**src/rbx_pkg.sv**
```systemverilog
`timescale 1ns / 1ps

package rbx_pkg;

    localparam int COORD_W    = 16;
    localparam int FRAC_W     = 12;
    localparam int DIST_W     = 24;
    localparam int MARGIN_W   = 8;
    localparam int WALL_W     = 3;
    localparam int REG_IDX_W  = 3;
    localparam int NUM_W      = COORD_W + FRAC_W;
    localparam int Q_W        = NUM_W;
    localparam int T_W        = Q_W + 2;
    localparam int DIV_STAGES = Q_W;
    localparam int LANES      = 6;
    localparam int AXES       = 3;

    localparam logic [REG_IDX_W-1:0] REG_LOW_X  = 3'd0;
    localparam logic [REG_IDX_W-1:0] REG_HIGH_X = 3'd1;
    localparam logic [REG_IDX_W-1:0] REG_LOW_Y  = 3'd2;
    localparam logic [REG_IDX_W-1:0] REG_HIGH_Y = 3'd3;
    localparam logic [REG_IDX_W-1:0] REG_LOW_Z  = 3'd4;
    localparam logic [REG_IDX_W-1:0] REG_HIGH_Z = 3'd5;
    localparam logic [REG_IDX_W-1:0] REG_MARGIN = 3'd6;

    localparam logic [WALL_W-1:0] WALL_LOW_X  = 3'd0;
    localparam logic [WALL_W-1:0] WALL_HIGH_X = 3'd1;
    localparam logic [WALL_W-1:0] WALL_LOW_Y  = 3'd2;
    localparam logic [WALL_W-1:0] WALL_HIGH_Y = 3'd3;
    localparam logic [WALL_W-1:0] WALL_LOW_Z  = 3'd4;
    localparam logic [WALL_W-1:0] WALL_HIGH_Z = 3'd5;
    localparam logic [WALL_W-1:0] WALL_NONE   = 3'd6;

    typedef struct packed {
        logic                              mode;
        logic [WALL_W-1:0]                 nwall;
        logic [WALL_W-1:0]                 cwall;
        logic [LANES-1:0][COORD_W-1:0]     nmag;
        logic [LANES-1:0]                  nneg;
        logic [AXES-1:0][COORD_W-1:0]      dmag;
        logic [AXES-1:0]                   dneg;
        logic [AXES-1:0]                   par;
        logic [AXES-1:0]                   in_box;
    } item_t;

    typedef struct packed {
        logic                              mode;
        logic [WALL_W-1:0]                 nwall;
        logic [WALL_W-1:0]                 cwall;
        logic [LANES-1:0]                  nneg;
        logic [AXES-1:0][COORD_W-1:0]      dmag;
        logic [AXES-1:0]                   dneg;
        logic [AXES-1:0]                   par;
        logic [AXES-1:0]                   in_box;
    } side_t;

    typedef struct packed {
        logic [COORD_W-1:0] rem;
        logic [NUM_W-1:0]   num;
        logic [Q_W-1:0]     q;
    } div_lane_t;

    typedef struct packed {
        logic                         mode;
        logic                         ok;
        logic [WALL_W-1:0]            nwall;
        logic [WALL_W-1:0]            cwall;
        logic [AXES-1:0][T_W-1:0]     ent;
        logic [AXES-1:0][T_W-1:0]     ext;
    } slab_t;

    typedef struct packed {
        logic               mode;
        logic               ok;
        logic [WALL_W-1:0]  nwall;
        logic [WALL_W-1:0]  cwall;
        logic [T_W-1:0]     ent;
        logic [T_W-1:0]     ext;
    } span_t;

endpackage

```
**src/rbx_queue.sv**
```systemverilog
`timescale 1ns / 1ps

module rbx_queue
    import rbx_pkg::*;
(
    input  logic  clk,
    input  logic  rst_n,
    input  logic  push,
    input  item_t wr_item,
    output logic  full,
    input  logic  pop,
    output logic  empty,
    output item_t rd_item
);

    localparam int DEPTH = 4;
    localparam int PTR_W = $clog2(DEPTH);

    item_t            mem [DEPTH];
    logic [PTR_W-1:0] wr_ptr_reg;
    logic [PTR_W-1:0] rd_ptr_reg;
    logic [PTR_W:0]   count_reg;
    logic             do_push;
    logic             do_pop;

    assign full    = (count_reg == (PTR_W+1)'(DEPTH));
    assign empty   = (count_reg == '0);
    assign do_push = push && !full;
    assign do_pop  = pop && !empty;
    assign rd_item = mem[rd_ptr_reg];

    always_ff @(posedge clk or negedge rst_n)
    begin
        if (!rst_n)
        begin
            wr_ptr_reg <= '0;
            rd_ptr_reg <= '0;
            count_reg  <= '0;
        end
        else
        begin
            if (do_push)
            begin
                wr_ptr_reg <= wr_ptr_reg + 1'b1;
            end
            if (do_pop)
            begin
                rd_ptr_reg <= rd_ptr_reg + 1'b1;
            end
            if (do_push && !do_pop)
            begin
                count_reg <= count_reg + 1'b1;
            end
            else if (do_pop && !do_push)
            begin
                count_reg <= count_reg - 1'b1;
            end
        end
    end

    always_ff @(posedge clk)
    begin
        if (do_push)
        begin
            mem[wr_ptr_reg] <= wr_item;
        end
    end

endmodule

```
**config.mk**
```make
export PLATFORM = sky130hd
export DESIGN_NAME = rbx_queue
export DESIGN_NICKNAME = d
export VERILOG_FILES = /design/src/rbx_pkg.sv /design/src/rbx_queue.sv
export SDC_FILE = /design/constraint.sdc
export NUM_CORES = 1
export LEC_CHECK = 0
export BUFFER_PORTS_ARGS = -buffer_cell sky130_fd_sc_hd__buf_2
export CORE_AREA = 4 4 206 228
export DETAILED_ROUTE_END_ITERATION = 10
export DIE_AREA = 0 0 210 232
export GPL_ROUTABILITY_DRIVEN = 0
export PLACE_DENSITY = 0.76
export SYNTH_ARGS = -nofsm -noshare
export SYNTH_HDL_FRONTEND = slang
export SYNTH_SLANG_ARGS = --single-unit
```
**constraint.sdc**
```tcl
create_clock -name clk -period 6.95 [get_ports clk]
set_input_delay 0.3475 -clock clk [delete_from_list [all_inputs] [get_ports clk]]
set_output_delay 0.3475 -clock clk [all_outputs]
set_load 0.02 [all_outputs]
```
## Yosys cells after proc, flatten, opt, wreduce, memory -nomap -nowiden

Memory sizes are Yosys's and may differ from the RTL's.
Cells that the tools add are included.

| operators by class | value |
|---|---|
| eq/ne operators | 1 |
| muxes and demuxes | 4 |
| add/sub/neg operators | 4 |
| reduce and logical (&&, ||, !) cells | 10 |

Operators with widths:

| cell | number |
|---|---|
| two-way mux 3 bit | 2 |
| adder 2 x 1 -> 2 bit (second input constant) | 2 |
| logical AND 1 bit | 4 |
| logical NOT 1 bit | 4 |
| adder 3 x 1 -> 3 bit (second input constant) | 1 |
| == test 3 bit (second input constant) | 1 |
| logical NOT 3 bit | 1 |
| subtractor 3 x 1 -> 3 bit (second input constant) | 1 |
| two-way mux 1 bit | 2 |
| nonzero test 2 bit | 1 |

| word-level totals | value |
|---|---|
| output and inout port bits | 168 |
| register bits after elaboration | 7 |
| bits in writable memories | 664 |
| memories | 1 |
| logic and storage cells | 23 |
| input bits | 170 |

Memories:

| name | words | width | read ports | clocked after Yosys merged registers in | wr ports | line | source |
|---|---|---|---|---|---|---|---|
| mem | 4 | 166 | 1 | 0 | 1 | rbx_queue.sv:19 | `item_t mem [DEPTH];` |

## Logic depth before layout (Yosys ltp)

| logic depth | value |
|---|---|
| depth in word-level cells | 7 |
| depth in mapped cells | 9 |
| gate-level depth less buffers | 8 |

## Worst setup path after synthesis

OpenSTA, ideal clock, no wires.

| timing | value |
|---|---|
| path kind | register to register |
| start | register count_reg[2] |
| end | memory mem[0][0] (netlist bit) (enable) |
| slack | 1.730 ns |
| setup time | 0.546 ns |
| period minus slack after synthesis | 5.220 ns |
| arrival time | 4.674 ns |
| data required time | 6.404 ns |
| cell stages (with the launch flop) | 5 |
| path buffers | 1 |
| cell sequence | dfrtp_1 -> nor3b_1 -> nor2b_1 -> buf_2 -> and2_1 |

| on the way | value |
|---|---|
| cells in the longest elaborated chain, start to end | 5 |

RTL lines:

| what | line | source |
|---|---|---|
| start: declaration | rbx_queue.sv:22 | `logic [PTR_W:0] count_reg;` |
| start signal: assignment | rbx_queue.sv:52 | `count_reg <= count_reg + 1'b1;` |
| start signal: assignment | rbx_queue.sv:56 | `count_reg <= count_reg - 1'b1;` |
| == test 3 bit | rbx_queue.sv:26 | `assign full = (count_reg == (PTR_W+1)'(DEPTH));` |
| named net full | rbx_queue.sv:10 | `output logic full,` |
| logical NOT 1 bit | rbx_queue.sv:28 | `assign do_push = push && !full;` |
| logical AND 1 bit | rbx_queue.sv:28 |  |
| named net do_push | rbx_queue.sv:23 | `logic do_push;` |
| two-way mux 1 bit | rbx_queue.sv:63 | `if (do_push)` |
| two-way mux 1 bit (not written as such) | rbx_queue.sv:65 | `mem[wr_ptr_reg] <= wr_item;` |
| end: declaration | rbx_queue.sv:19 |  |

The timed path passes the listed nets, and every way through them passes these cells.

==> results_dict.tcl <==
set metrics [dict create \
    critPathRequiredTime_ns 6.60 \
    clk_pin_slew_ns 0.06 \
    min_period_ns 3.36 \
    hp-class "in2reg" \
    peakVddDrop_v 0.000458 \
    dieArea_um2 48700 \
    finalSetupTns_ns 0 \
    powerDensity_nw_per_um2 437 \
    max_freq_mhz 298 \
    nets 1621 \
    post_drt_wl_per_cell_um 24.3 \
    worst_pin_slew_ns 1.27 \
    htreeDepth 3 \
    seq_area_frac_synth_pct 82.5 \
    path_max_fanout 116 \
    avgSynthCellArea_um2 27.0 \
    cts_tree "yes" \
    grt_start_max_net_pins 167 \
    grt_pass1_wl_mm 77.6 \
    dp_hpwl_mm 26.6 \
    arrival_ns 3.01 \
    startpoint_type "flip-flop" \
    layout-drive-gt1-share_pct 41.3 \
    grt-ovfl-total 0 \
    cts_setup_buffers 0 \
    drt-initial-drc-count 951 \
    outcome "finished clean" \
    track_usage_pct 21.1 \
    numCtsBuffers 67 \
    first_pass_iters 4 \
    leakage_nw 10.5 \
    vias 11700 \
    clkLatencyLatePin_ns 0.58 \
    coreArea_um2 44400 \
    final-setup-viol-count 0 \
    hold_viol_final 0 \
    synth_top_area_cell "edfxtp_1" \
    syn_area_um2 24400 \
    dp.cells 1790 \
    routed_wl_mm 50.5 \
    nFillCells 2663 \
    worstSetupPathType "reg2out" \
    rsz0062_at_grt "no" \
    setup_ws_ns 3.59 \
    slew-limit-headroom_pct 15.5 \
    crit_chain "buf_12 > mux4_2 > buf_2" \
    pre_cts_ws_ns 4.23 \
    path_buf_inv 2 \
    io-pin-count 338 \
    synth.top_cell.area_share_pct 81.8 \
    synth.area.top_cells "edfxtp_1 (82%), mux4_2 (15%), dfrtp_1 (0.72%)" \
    port_buffers 337 \
    stdcell_count 2076 \
    die_h_um 232 \
    finalPower_w 0.0133 \
    slowest_stage "dfrtp_4" \
    syn_inst 904 \
    die_w_um 210 \
    ys_types 20 \
    rows 81 \
    cpPeakStageDelay_ns 0.94 \
    start_util_pct 54.9 \
    critPathTopFamily "flip-flops" \
    post-route-period-util_pct 48.3 \
    post-route-drc-count 0 \
    largest_reg_flops 664 \
    fin_skew_ns 0.0226 \
    grt_pass1_vias 12700 \
    clock-sinks 671 \
    drv_slew 0 \
    clk_path_buf_depth 3 \
    synth_fp_nets 1080 \
    vias_per_cell 5.64 \
    cts_resized 0 \
    areaGrowthSynthToFinish_pct 25.4 \
    critPathCaptureType "output pin" \
    ys_ff_latch 671 \
    ant_nets 0 \
    max-cap-violations 0 \
    antenna_found_initial 6 \
    ctsRootBufferMaster "clkbuf_16" \
    post-route-util_pct 68.8 \
    ys_warn_count 0 \
]
==> final cells by class <==
cell class	count	area [um2]	area share, %
clock buffers	78	1800	5.90
clock inverters	37	419	1.37
multi-input cells	190	3960	13.0
flip-flops and latches	671	20100	65.9
well taps	581	727	2.38
diodes	4	10.0	0.0328
repair buffers	511	3490	11.4
inverters	4	15.0	0.0492
==> placed cells by master, fill, tap and decap left out, drive strengths merged <==
cell	n
clkbuf	78
xor2	2
buf	344
fa	1
dfrtp	7
nand3	1
nand2	1
xnor2	4
bufinv	9
nor2b	1
nor2	1
clkinvlp	4
nor3b	1
ha	5
mux4	166
clkinv	21
inv	7
edfxtp	664
and2	4
mux2	2
diode	4
dlygate4sd3	167
or3	1
==> per-layer routing <==
metal	track usage, %	vias up	share of wire [%]
met5	0	-	0.054
met3	5.31	98	8.0
met4	8.08	4	3.2
met2	34.9	547	52
li1	-	5017	-
met1	27.5	6047	37
==> logic make-up (layout without fill, tap and decap cells) <==
logic type | after synthesis | in the layout | share of synthesized area, %
and+or+nand+nor | 10 | 10 | 0.236
xor gates and xnor gates | 6 | 6 | 0.216
adders and majority gates | 6 | 6 | 0.339
muxes | 168 | 168 | 15.4
other | 0 | 4 | 0
DFF | 671 | 671 | 82.5
buffers and inverters | 43 | 630 | 1.23
==> tightest hold or removal path, cell delays in order <==
cell     delay [ns]
buf_2          0.11
nand3_1        0.09
xnor2_1        0.07
==> per-stage QoR <==
step | hold WS (ns) | area [um2]
final | 0.0806 | 30500
after global routing | 0.0544 | 30500
after CTS | 0.0333 | 30500
after detailed placement | 0.225 | 26600
after global placement | 0.219 | 26600
after floorplan | 0.0519 | 24400
==> synth_stat cells, drive strengths merged <==
library cell,count
nor3b,1
xor2,2
mux4,166
nor2,1
mux2,2
fa,1
xnor2,4
or3,1
nor2b,1
ha,5
clkbuf,3
edfxtp,664
and2,4
inv,4
nand3,1
nand2,1
buf,36
dfrtp,7
==> where the power goes <==
group / internal (W) / switching, W / leakage (nW)
clock: 0.00219 / 0.00143 / 1.08
combinational: 0.00164 / 0.00244 / 3.26
sequential: 0.00537 / 0.000286 / 6.16
total: 0.00920 / 0.00415 / 10.5
==> final timing paths <==
path | start | endpoint | slack, ns | cells after the start
setup / recovery | rd_ptr_reg[1]$_DFFE_PN0P_ | rd_item[36] | 3.59 | 3
hold / removal | pop | rd_ptr_reg[1]$_DFFE_PN0P_ | 0.08 | 3
setup reg to reg | count_reg[2]$_DFFE_PN0P_ | mem[2][153]$_DFFE_PP_ | 4.29 | 4
hold reg to reg | count_reg[2]$_DFFE_PN0P_ | count_reg[2]$_DFFE_PN0P_ | 0.48 | 1
max in group asynchronous | rst_n | rd_ptr_reg[1]$_DFFE_PN0P_ | 6.55 | 2
min in group asynchronous | rst_n | rd_ptr_reg[0]$_DFFE_PN0P_ | 0.18 | 2
==> repair_timing <==
action / CTS / global route
hold buffers: 167 / 0
hold endpoints to repair: 670 / 0
endpoints found under the setup margin: 0 / 0
Power figures use the tool's default switching activity.
