### src/rbx_pkg.sv
`timescale 1ns / 1ps

package rbx_pkg;

    localparam int COORD_W    = 16;
    localparam int FRAC_W     = 12;
    localparam int DIST_W     = 24;
    localparam int MARGIN_W   = 8;
    localparam int WALL_W     = 3;
    localparam int REG_IDX_W  = 3;
    localparam int NUM_W      = COORD_W + FRAC_W;
    localparam int Q_W        = NUM_W;
    localparam int T_W        = Q_W + 2;
    localparam int DIV_STAGES = Q_W;
    localparam int LANES      = 6;
    localparam int AXES       = 3;

    localparam logic [REG_IDX_W-1:0] REG_LOW_X  = 3'd0;
    localparam logic [REG_IDX_W-1:0] REG_HIGH_X = 3'd1;
    localparam logic [REG_IDX_W-1:0] REG_LOW_Y  = 3'd2;
    localparam logic [REG_IDX_W-1:0] REG_HIGH_Y = 3'd3;
    localparam logic [REG_IDX_W-1:0] REG_LOW_Z  = 3'd4;
    localparam logic [REG_IDX_W-1:0] REG_HIGH_Z = 3'd5;
    localparam logic [REG_IDX_W-1:0] REG_MARGIN = 3'd6;

    localparam logic [WALL_W-1:0] WALL_LOW_X  = 3'd0;
    localparam logic [WALL_W-1:0] WALL_HIGH_X = 3'd1;
    localparam logic [WALL_W-1:0] WALL_LOW_Y  = 3'd2;
    localparam logic [WALL_W-1:0] WALL_HIGH_Y = 3'd3;
    localparam logic [WALL_W-1:0] WALL_LOW_Z  = 3'd4;
    localparam logic [WALL_W-1:0] WALL_HIGH_Z = 3'd5;
    localparam logic [WALL_W-1:0] WALL_NONE   = 3'd6;

    typedef struct packed {
        logic                              mode;
        logic [WALL_W-1:0]                 nwall;
        logic [WALL_W-1:0]                 cwall;
        logic [LANES-1:0][COORD_W-1:0]     nmag;
        logic [LANES-1:0]                  nneg;
        logic [AXES-1:0][COORD_W-1:0]      dmag;
        logic [AXES-1:0]                   dneg;
        logic [AXES-1:0]                   par;
        logic [AXES-1:0]                   in_box;
    } item_t;

    typedef struct packed {
        logic                              mode;
        logic [WALL_W-1:0]                 nwall;
        logic [WALL_W-1:0]                 cwall;
        logic [LANES-1:0]                  nneg;
        logic [AXES-1:0][COORD_W-1:0]      dmag;
        logic [AXES-1:0]                   dneg;
        logic [AXES-1:0]                   par;
        logic [AXES-1:0]                   in_box;
    } side_t;

    typedef struct packed {
        logic [COORD_W-1:0] rem;
        logic [NUM_W-1:0]   num;
        logic [Q_W-1:0]     q;
    } div_lane_t;

    typedef struct packed {
        logic                         mode;
        logic                         ok;
        logic [WALL_W-1:0]            nwall;
        logic [WALL_W-1:0]            cwall;
        logic [AXES-1:0][T_W-1:0]     ent;
        logic [AXES-1:0][T_W-1:0]     ext;
    } slab_t;

    typedef struct packed {
        logic               mode;
        logic               ok;
        logic [WALL_W-1:0]  nwall;
        logic [WALL_W-1:0]  cwall;
        logic [T_W-1:0]     ent;
        logic [T_W-1:0]     ext;
    } span_t;

endpackage

### src/rbx_front.sv
`timescale 1ns / 1ps

module rbx_front
    import rbx_pkg::*;
(
    input  logic                        clk,
    input  logic                        rst_n,
    input  logic                        wr_en,
    input  logic [REG_IDX_W-1:0]        wr_index,
    input  logic [COORD_W-1:0]          wr_data,
    input  logic                        push,
    output logic                        full,
    input  logic                        mode,
    input  logic signed [COORD_W-1:0]   pos_x,
    input  logic signed [COORD_W-1:0]   pos_y,
    input  logic signed [COORD_W-1:0]   pos_z,
    input  logic signed [COORD_W-1:0]   dir_x,
    input  logic signed [COORD_W-1:0]   dir_y,
    input  logic signed [COORD_W-1:0]   dir_z,
    output logic                        q_push,
    input  logic                        q_full,
    output item_t                       q_item
);

    logic [COORD_W-1:0]  low_reg  [AXES];
    logic [COORD_W-1:0]  high_reg [AXES];
    logic [MARGIN_W-1:0] margin_reg;
    logic                valid_reg;
    item_t               item_reg;
    item_t               item_next;
    logic                accept;

    logic signed [COORD_W-1:0] pos [AXES];
    logic signed [COORD_W-1:0] dir [AXES];
    logic signed [COORD_W:0]   diff;
    logic signed [COORD_W:0]   dext;
    logic signed [COORD_W+1:0] p18;
    logic signed [COORD_W+1:0] m18;
    logic [LANES-1:0]          wall_hit;

    assign pos[0] = pos_x;
    assign pos[1] = pos_y;
    assign pos[2] = pos_z;
    assign dir[0] = dir_x;
    assign dir[1] = dir_y;
    assign dir[2] = dir_z;

    assign full   = valid_reg && q_full;
    assign accept = push && !full;
    assign q_push = valid_reg && !q_full;
    assign q_item = item_reg;

    always_ff @(posedge clk or negedge rst_n)
    begin
        if (!rst_n)
        begin
            for (int a = 0; a < AXES; a++)
            begin
                low_reg[a]  <= COORD_W'(-(1 << FRAC_W));
                high_reg[a] <= COORD_W'(1 << FRAC_W);
            end
            margin_reg <= MARGIN_W'(1);
        end
        else if (wr_en)
        begin
            unique case (wr_index)
                REG_LOW_X:  low_reg[0]  <= wr_data;
                REG_HIGH_X: high_reg[0] <= wr_data;
                REG_LOW_Y:  low_reg[1]  <= wr_data;
                REG_HIGH_Y: high_reg[1] <= wr_data;
                REG_LOW_Z:  low_reg[2]  <= wr_data;
                REG_HIGH_Z: high_reg[2] <= wr_data;
                REG_MARGIN: margin_reg  <= wr_data[MARGIN_W-1:0];
                default:    ;
            endcase
        end
    end

    always_comb
    begin
        item_next      = '0;
        item_next.mode = mode;
        wall_hit       = '0;
        diff           = '0;
        dext           = '0;
        p18            = '0;
        m18            = $signed({{(COORD_W+2-MARGIN_W){1'b0}}, margin_reg});
        for (int a = 0; a < AXES; a++)
        begin
            diff = $signed({low_reg[a][COORD_W-1], low_reg[a]})
                 - $signed({pos[a][COORD_W-1], pos[a]});
            item_next.nneg[2*a] = diff[COORD_W];
            item_next.nmag[2*a] = diff[COORD_W] ? COORD_W'(-diff) : diff[COORD_W-1:0];
            diff = $signed({high_reg[a][COORD_W-1], high_reg[a]})
                 - $signed({pos[a][COORD_W-1], pos[a]});
            item_next.nneg[2*a+1] = diff[COORD_W];
            item_next.nmag[2*a+1] = diff[COORD_W] ? COORD_W'(-diff)
                                                  : diff[COORD_W-1:0];
            dext = $signed({dir[a][COORD_W-1], dir[a]});
            item_next.dneg[a] = dir[a][COORD_W-1];
            item_next.dmag[a] = dir[a][COORD_W-1] ? COORD_W'(-dext) : dext[COORD_W-1:0];
            item_next.par[a]  = (dir[a] == '0);
            item_next.in_box[a] = ($signed(pos[a]) >= $signed(low_reg[a]))
                               && ($signed(pos[a]) <= $signed(high_reg[a]));
            p18 = $signed({{2{pos[a][COORD_W-1]}}, pos[a]});
            wall_hit[2*a]   = p18 < $signed({{2{low_reg[a][COORD_W-1]}}, low_reg[a]}) + m18;
            wall_hit[2*a+1] = p18 > $signed({{2{high_reg[a][COORD_W-1]}}, high_reg[a]}) - m18;
        end

        item_next.nwall = WALL_NONE;
        item_next.cwall = WALL_NONE;
        if (mode)
        begin
            if (wall_hit[0])      item_next.nwall = WALL_LOW_X;
            else if (wall_hit[1]) item_next.nwall = WALL_HIGH_X;
            else if (wall_hit[2]) item_next.nwall = WALL_LOW_Y;
            else if (wall_hit[3]) item_next.nwall = WALL_HIGH_Y;
            else if (wall_hit[4]) item_next.nwall = WALL_LOW_Z;
            else if (wall_hit[5]) item_next.nwall = WALL_HIGH_Z;

            if (wall_hit[0])      item_next.cwall = WALL_LOW_X;
            else if (wall_hit[1]) item_next.cwall = WALL_HIGH_X;
            else if (wall_hit[3]) item_next.cwall = WALL_HIGH_Y;
            else if (wall_hit[2]) item_next.cwall = WALL_LOW_Y;
            else if (wall_hit[4]) item_next.cwall = WALL_LOW_Z;
            else if (wall_hit[5]) item_next.cwall = WALL_HIGH_Z;
        end
    end

    always_ff @(posedge clk or negedge rst_n)
    begin
        if (!rst_n)
        begin
            valid_reg <= 1'b0;
        end
        else if (accept)
        begin
            valid_reg <= 1'b1;
        end
        else if (q_push)
        begin
            valid_reg <= 1'b0;
        end
    end

    always_ff @(posedge clk)
    begin
        if (accept)
        begin
            item_reg <= item_next;
        end
    end

endmodule

### config.mk
export PLATFORM = sky130hd
export DESIGN_NAME = rbx_front
export DESIGN_NICKNAME = d
export VERILOG_FILES = /design/src/rbx_pkg.sv /design/src/rbx_front.sv
export SDC_FILE = /design/constraint.sdc
export NUM_CORES = 1
export LEC_CHECK = 0
export BUFFER_PORTS_ARGS = -buffer_cell sky130_fd_sc_hd__buf_4
export CORE_ASPECT_RATIO = 0.8
export CORE_UTILIZATION = 54
export CTS_CLUSTER_DIAMETER = 150
export DETAILED_ROUTE_END_ITERATION = 12
export GPL_TIMING_DRIVEN = 0
export PLACE_DENSITY = 0.84
export REMOVE_ABC_BUFFERS = 1
export SLEW_MARGIN = 20
export SYNTH_ARGS = -nofsm -noshare
export SYNTH_HDL_FRONTEND = slang
export SYNTH_SLANG_ARGS = --single-unit
### constraint.sdc
create_clock -name clk -period 8.9 [get_ports clk]
set_input_delay 0.89 -clock clk [delete_from_list [all_inputs] [get_ports clk]]
set_output_delay 0.89 -clock clk [all_outputs]
set_load 0.02 [all_outputs]
==> Word-level counts from Yosys, hierarchy flattened <==
Cells that the tools add are included.
{ "totals": {"ff_bits": 271} }
{ "classes": {"n_addsub": 21, "n_eq_ne": 6, "n_bitwise": 1, "reduce_logical": 21, "magnitude_cmp": 12, "muxes": 21} }
{ "op_table": {"columns": ["cell", "count"], "rows": [
  ["16-bit negator", 9],
  ["16-bit by 16-bit subtractor with 17-bit output", 6],
  ["16-bit two-way mux", 6],
  ["16-bit by 9-bit adder with 17-bit output", 3],
  ["16-bit by 17-bit greater-than comparator with 1-bit output", 3],
  ["16-bit by 17-bit < comparator with 1-bit output", 3],
  ["16-bit by 9-bit subtractor with 17-bit output", 3],
  ["16-bit greater-or-equal comparator", 3],
  ["16-bit less-or-equal comparator", 3],
  ["16-bit zero test", 3],
  ["15-bit two-way mux", 3],
  ["3-bit two-way mux", 8],
  ["2-bit AND reduction", 7],
  ["3-bit == test (second input constant)", 3],
  ["3-bit by 2-bit == test with 1-bit output (second input constant)", 2],
  ["1-bit logical AND", 6],
  ["2-bit two-way mux", 2],
  ["3-bit by 1-bit == test with 1-bit output (second input constant)", 1],
  ["3-bit zero test", 1],
  ["1-bit zero test", 2],
  ["1-bit two-way mux", 2],
  ["2-bit nonzero test", 1],
  ["2-bit OR reduction", 1],
  ["1-bit inverter", 1]
]} }

==> Longest topological paths before layout <==
Gate-level depths: netlist (run 1).
{ "depth": {"depth_word": 8, "depth_mapped": 22, "depth_no_buf": 22} }

==> Worst setup path before layout (run 1) <==
Ideal clock, no wire load.
{ "synth_timing": {"path_kind": "input port to flip-flop", "from": "input q_full", "to": "register item_reg (netlist bit q_item[0]) (enable)", "t_arrival_ns": 8.362, "path_stages": 2, "n_path_buf": 0, "t_required_ns": 8.192, "setup_ns": 0.708, "slack_ns": -0.170, "cell_sequence": "and2_1 > nor2b_1"} }
{ "synth_via": {"elab_chain_cells": 3} }
{ "synth_rtl": {"columns": ["item", "line", "text"], "rows": [
  ["start: declaration", "rbx_front.sv:21", "input logic q_full,"],
  ["1-bit logical AND", "rbx_front.sv:48", "assign full = valid_reg && q_full;"],
  ["1-bit zero test", "rbx_front.sv:49", "assign accept = push && !full;"],
  ["1-bit logical AND", "rbx_front.sv:49", null],
  ["net accept", "rbx_front.sv:31", "logic accept;"],
  ["end signal: assignment", "rbx_front.sv:150", "item_reg <= item_next;"],
  ["end: declaration", "rbx_front.sv:29", "item_t item_reg;"]
]} }
The timed path passes the listed nets, and every way through them passes these cells.
A chain may end at the register's enable or synchronous reset.

==> Worst setup path after layout (run 1) <==
{ "layout_timing": {"from": "register margin_reg[1]", "to": "register item_reg (netlist bit q_item[159]) (data pin)"} }
{ "layout_via": {"elab_chain_cells": 7, "elab_cells_between_ends": 18} }
{ "layout_rtl": {"columns": ["item", "line", "text"], "rows": [
  ["start: declaration", "rbx_front.sv:27", "logic [MARGIN_W-1:0] margin_reg;"],
  ["start signal: assignment", "rbx_front.sv:73", "REG_MARGIN: margin_reg <= wr_data[MARGIN_W-1:0];"],
  ["16-bit by 9-bit subtractor with 17-bit output", "rbx_front.sv:107", "wall_hit[2*a+1] = p18 > $signed({{2{high_reg[a][COORD_W-1]}}, high_reg[a]}) - m18;"],
  ["16-bit by 17-bit greater-than comparator with 1-bit output", "rbx_front.sv:107", null],
  ["2-bit two-way mux", "rbx_front.sv:126", "else if (wall_hit[5]) item_next.cwall = WALL_HIGH_Z;"],
  ["2-bit two-way mux", "rbx_front.sv:125", "else if (wall_hit[4]) item_next.cwall = WALL_LOW_Z;"],
  ["3-bit two-way mux", "rbx_front.sv:124", "else if (wall_hit[2]) item_next.cwall = WALL_LOW_Y;"],
  ["3-bit two-way mux", "rbx_front.sv:123", "else if (wall_hit[3]) item_next.cwall = WALL_HIGH_Y;"],
  ["3-bit two-way mux", "rbx_front.sv:122", "else if (wall_hit[1]) item_next.cwall = WALL_HIGH_X;"]
]} }
Parallel ways exist; a longest one is shown, timed or not.

==> results.cfg, run 1 <==
[yosys]
count_leader_synth = ha_1
synth_cells = 2161
synth_edf_count = 165
ys_async_sr_fraction = 0.389
postSynthRegisterBits = 270
yosys_most_used_dff = edfxtp_1
synth_top_cells_by_area = edfxtp_1 23%, ha_1 15%, dfrtp_1 10%
syn_area_mm2 = 0.0215
post_synthesis_mean_instance_area_um2 = 9.94
synth_cell_type_count = 79
yosysWarningCount = 0
most_common_library_cells_after_synthesis = 258 x ha_1, 197 x xnor2_1, 171 x inv_1
yosys.area.top_type = edfxtp_1
netlist.area_leader.share = 0.231
yosysSeqAreaShare = 0.354

[route]
num_vias = 18000
drt_wl_total_um = 58600
route.detailed.wl_per_inst_um = 19.4
ant_nets = 0
first_pass_iters = 7
drt_iter0_markers = 1421
route.detailed.drc = 0
avgViaCountPerCell = 5.96

[layout]
drive_above_1_share = 0.200
layoutNonFillerInstCount = 3017
layout-area-overhead-vs-synth_pct = 18.2
multiInputGateArea_mm2 = 0.0131
largest_register_ffs = 165
final.fill_count = 2971
seqCellArea_mm2 = 0.00760
final_core_util = 0.657
final_nets = 2853

[die]
floorplan.die.width_um = 225
design.portCount = 289
design.core.area_mm2 = 0.0387
die_outline_area_mm2 = 0.0406
initial_cell_density_of_the_core = 0.555
rows = 64
die_height_um = 180

[sta]
slew-limit-headroom = 0.254
worst_slew_pin_slew_ps = 1110
setup_viol = 0
finalCritPeriodShare = 0.585
rsz_0062_raised_after_global_routing = false
fmaxAchievable_ghz = 0.192
drv_slew = 0
hold_viol_final = 0
fin_tns_setup_ps = 0
post-route-min-period_ps = 5210
skew_ps = 27.9
fin_hold_ws_ps = 422

[clock_tree]
cts.htree.levels = 1
cts-resized-gates = 0
clock_sink_count = 270
cts-hold-fix-buffers = 0
postCtsSetupBuffers = 0
cts_max_path_buffers = 3
clk_pin_slew_worst_paths_ps = 60
clock_latency_at_the_later_pin_of_the_worst_skew_pair_ps = 590
tritoncts = done
cts_inserted_buffers = 30
clock-root-buffer = clkbuf_16

[global_routing]
grtUsageTotal = 0.284
grt_antenna_before_repair = 3
grt_start_max_net_pins = 106
grt_pass1_wl_um = 92400
via_count_of_the_first_global_routing_pass = 17900
global_route.overflow_total = 0

[placed_design]
final_hpwl_from_detailed_placement_um = 46700
placed_cells = 2958
gp_congestion = 0.919
placement.io_buffers = 288

[worst_setup_path]
crit_path_cell_trace = inv_1, ha_1, nor2b_1, o21ai_0, a21boi_0, o21ai_0, a21boi_0, o21ai_0, a21boi_0, nor2b_1, xnor2_1, ha_1, nand4_1, nor2_1, nand2_1, nand4b_1, nor3_1, o2bb2ai_1, or3_1, or2_2, a21oi_1
worst_ep_required_time_ps = 9330
setup_crit_start_kind = register
r2r_cells = 21
worst_path_fanout_max = 9
r2r_slack_ps = 3690
worstSetupPathType = register to register
reg2reg_to = q_item[159]
reg2reg_from = margin_reg[1]
category_of_the_worst_setup_path_capture_point = register
slowest_stage = dfrtp_1
timing.critical_path.slowest_cell_delay_ps = 630
timing.critical_path.arrival_ps = 5640

[power]
leakage_uw = 0.0112
power.density_mw_per_mm2 = 276
ir_worst_vdd_v = 0.000165

[hold_path]
hold_path_class = primary input to async pin

[outcome]
status = complete, no violations

[run]
cap_viol_max_count = 0
[layout by cell type, fill, tap and decap left out, types with 9 or more instances in the layout]
master     netlist  layout
or3_1           13      13
o41ai_1          9       9
dfstp_2         16      16
mux2_2          99      99
nor2_1         112     112
o21bai_1        23      23
nand2_1        134     134
xor2_1          77      77
a211oi_1        12      12
nor3_1          42      40
dfrtp_1         89      89
nand4_1         35      35
nand2b_1        29      29
and2_1          12      12
o21ai_0        101     101
o21a_1          26      26
a31oi_1         22      22
fa_1            12      12
buf_4            1     291
nor4_1          21      21
and3_1          17      17
clkbuf_16        0      30
nor2b_1         33      32
o31ai_1         17      17
a21oi_1        141     141
xnor2_1        197     197
nand3_1         30      30
inv_1          171     171
ha_1           258     258
a21o_1          67      67
a21boi_0        10      10
edfxtp_1       165     165
[per-stage QoR]
step                      setup slack (ps)  total power [uW]  instance area, um^2
after CTS                             3750              6980                25400
after global placement               -2940              5530                24200
final                                 3690              7000                25400
after global routing                  3260              7480                25400
after detailed placement              3770              5680                24400
after floorplan                       -170              4630                21400
[worst max-delay path, delay by kind of cell (launching register included)]
kind	cells	cell delay (ps)
xor+xnor	1	150
buf+inv	1	330
fa+ha+maj	2	670
simple gates	9	1650
compound gates	8	1610
flops	1	630
[layout make-up]
class / count / area share
inverter: 173 / 0.0256
sequential: 270 / 0.299
clock inverter: 20 / 0.00783
multi-input combinational: 1689 / 0.518
tap: 528 / 0.0260
clock buffer: 36 / 0.0318
antenna: 3 / 0.000296
timing repair buffer: 298 / 0.0915
[layer usage]
metal / vias up / global-route usage / wire length, um / share of wire
met5: - / 0 / 0 / 0
li1: 8519 / - / - / -
met3: 119 / 0.0403 / 4080 / 0.070
met4: 0 / 0.0933 / 1860 / 0.032
met2: 659 / 0.466 / 26900 / 0.46
met1: 8690 / 0.384 / 25700 / 0.44
[worst max-delay path by stage]
| stage | startpoint | end | slack [ps] | depth (start not counted) |
|---|---|---|---|---|
| after global placement | q_full | q_item[130] | -2940 | 3 |
| after CTS | margin_reg[1] | q_item[162] | 3750 | 20 |
| after detailed placement | margin_reg[1] | q_item[162] | 3770 | 20 |
| after floorplan | q_full | q_item[0] | -170 | 2 |
| final | margin_reg[1] | q_item[159] | 3690 | 21 |
| after global routing | margin_reg[1] | q_item[159] | 3260 | 21 |
[cell families after synthesis]
kind of cell	count (synthesis)	synth area share
DFF	270	0.354
xor gates and xnor gates	274	0.112
AOI/OAI and AO/OA	509	0.156
adders and majority gates	270	0.162
buffers and inverters	202	0.0355
muxes	104	0.0542
and+or+nand+nor	532	0.127
[report_power, final]
group / total (uW) / internal [uW] / switching (uW)
Sequential: 1980 / 1760 / 227
Combinational: 3750 / 1630 / 2120
Clock: 1270 / 735 / 530
Note: power is estimated with default switching activity, not from simulation.
==> run 2: changes to the inputs <==
--- a/config.mk
+++ b/config.mk
@@ -7,11 +7,11 @@
 export LEC_CHECK = 0
 export BUFFER_PORTS_ARGS = -buffer_cell sky130_fd_sc_hd__buf_4
 export CORE_ASPECT_RATIO = 0.8
-export CORE_UTILIZATION = 54
+export CORE_UTILIZATION = 58
 export CTS_CLUSTER_DIAMETER = 150
 export DETAILED_ROUTE_END_ITERATION = 12
 export GPL_TIMING_DRIVEN = 0
-export PLACE_DENSITY = 0.84
+export PLACE_DENSITY = 0.86
 export REMOVE_ABC_BUFFERS = 1
 export SLEW_MARGIN = 20
 export SYNTH_ARGS = -nofsm -noshare
==> constraint.sdc (replaced) <==
create_clock -name clk -period 5.3 [get_ports clk]
set_input_delay 0.53 -clock clk [delete_from_list [all_inputs] [get_ports clk]]
set_output_delay 0.53 -clock clk [all_outputs]
set_load 0.02 [all_outputs]
==> run 2 against run 1 <==
Clock power grew 49%. Fmax increased by 2.0%. Register-to-register slack lost 3500 ps. Critical path depth unchanged.
==> results.cfg, run 2 (synthesized netlist as in run 1, its figures left out) <==
[die]
floorplan.die.width_um = 217
die_outline_area_mm2 = 0.0378
design.core.area_mm2 = 0.0361
design.portCount = 289
rows = 62
die_height_um = 174
initial_cell_density_of_the_core = 0.594

[clock_tree]
cts_inserted_buffers = 28
clock_latency_at_the_later_pin_of_the_worst_skew_pair_ps = 570
clock_sink_count = 270
tritoncts = done
cts_max_path_buffers = 3
clock-root-buffer = clkbuf_16
clk_pin_slew_worst_paths_ps = 60
cts.htree.levels = 1

[global_routing]
grt_antenna_before_repair = 1
global_route.overflow_total = 0
grt_pass1_wl_um = 91300
via_count_of_the_first_global_routing_pass = 18100
grtUsageTotal = 0.301
grt_start_max_net_pins = 106

[layout]
drive_above_1_share = 0.197
layout-area-overhead-vs-synth_pct = 17.2
layout.cells.most_common_list = 292 x buf_4, 258 x ha_1, 197 x xnor2_1
final_nets = 2852
most_common_library_cell_in_the_layout_ignoring_fill_and_taps = buf_4
largest_register_ffs = 165

[placed_design]
post-place-ws_ps = 236
placement.io_buffers = 288
gp_congestion = 0.969
final_hpwl_from_detailed_placement_um = 45300

[route]
first_pass_iters = 6
route.detailed.wl_per_inst_um = 19.4
drt_iter0_markers = 1541
ant_nets = 0
num_vias = 18100
route.detailed.drc = 0
drt_wl_total_um = 57600
avgViaCountPerCell = 6.09

[power]
power.density_mw_per_mm2 = 458
leakage_uw = 0.0111
power.net_switching_uw = 4790
switching_share = 0.415
comb_power_share = 0.547
sequentialPowerShare = 0.290
p_clk_frac = 0.164
ir_worst_vdd_v = 0.000305
p_int_uw = 6740

[sta]
drv_slew = 0
finalCritPeriodShare = 0.964
setup_viol = 0
fin_ws_ps = 191
worst_slew_pin_slew_ps = 1090
fmaxAchievable_ghz = 0.196
rsz_0062_raised_after_global_routing = false
hold_viol_final = 0
post-route-min-period_ps = 5110
fin_tns_setup_ps = 0
skew_ps = 12.6
slew-limit-headroom = 0.276

[worst_setup_path]
category_of_the_worst_setup_path_capture_point = register
timing.critical_path.arrival_ps = 5370
setup_crit_start_kind = register
worst_path_fanout_max = 9
r2r_cells = 21
worst_ep_required_time_ps = 5560
worstSetupPathType = register to register

[hold_path]
hold_path_class = primary input to async pin

[run]
cap_viol_max_count = 0

[outcome]
status = complete, no violations
-- run 2: changes by cell type in the layout (fill, tap and decap cells not counted), moves of 2 or more --
cell / before / now
inv_6: 2 / 0
clkbuf_8: 3 / 0
clkinv_2: 7 / 9
diode_2: 3 / 1
clkbuf_1: 2 / 8
bufinv_16: 3 / 1
-- run 2: stage by stage --
step                      utilization  power, uW  area (um^2)  cells  hold WS [ps]
after CTS                       0.696      11500        25100   2961           122
after global placement          0.667       9240        24100   2900           489
final                           0.696      11500        25200   2964          75.5
after floorplan                     -       7780        21400   2132           234
after global routing            0.696      12300        25200   2964           149
after detailed placement        0.672       9510        24300   2909           525
-- run 2: worst paths after layout --
path                       slack, ps           from            end
hold / removal                    80          rst_n    low_reg[40]
min in group clk                 160       dir_x[0]      q_item[9]
setup reg to reg                 190  margin_reg[1]    q_item[162]
hold reg to reg                  550    high_reg[0]    high_reg[0]
setup / recovery                 190  margin_reg[1]    q_item[162]
max in group asynchronous       4500          rst_n  margin_reg[1]
-- run 2: layout make-up --
| cell class | instances | area, um^2 |
|---|---|---|
| Sequential cell | 270 | 7600 |
| Tap cell | 480 | 601 |
| Clock buffer | 37 | 756 |
| Timing Repair Buffer | 299 | 2310 |
| Inverter | 173 | 653 |
| Fill cell | 2685 | 11000 |
| Antenna cell | 1 | 2.50 |
| Clock inverter | 15 | 101 |
| Multi-Input combinational cell | 1689 | 13100 |
-- run 2: power groups by stage --
stage,sequential [uW],clock [uW],combinational [uW]
after floorplan,3640,0,4140
after global placement,3370,0,5870
after detailed placement,3370,0,6140
after CTS,3330,1910,6220
after global routing,3390,1980,6940
final,3340,1890,6300
-- run 2: worst max-delay path, cell delays in order (launching register included) --
cell        delay [ps]
dfrtp_2            540
clkinvlp_4         230
buf_4              180
fa_1               440
a21o_1             180
a21oi_1            220
o21ai_0            110
a21oi_1            230
nor2b_1             80
o21a_1             180
nand2b_1           190
nor3_1             370
xnor2_1            180
ha_1               270
a21o_1             180
a211o_1            310
nor2_1             110
o211ai_1            90
a21oi_1            160
o22ai_1            220
nor2_1             210
a221oi_1           120
-- run 2: repair_timing --
action,in CTS,in global routing
endpoints found under the setup margin,0,5
hold buffers,0,0
resized for setup,0,3
setup buffers,0,2
-- run 2: layer usage --
metal / global-route usage / vias to the layer above / share of wire
met2: 0.500 / 749 / 0.47
met4: 0.106 / 0 / 0.034
li1: - / 8482 / -
met1: 0.390 / 8687 / 0.42
met3: 0.0586 / 145 / 0.080
met5: 0 / - / 0
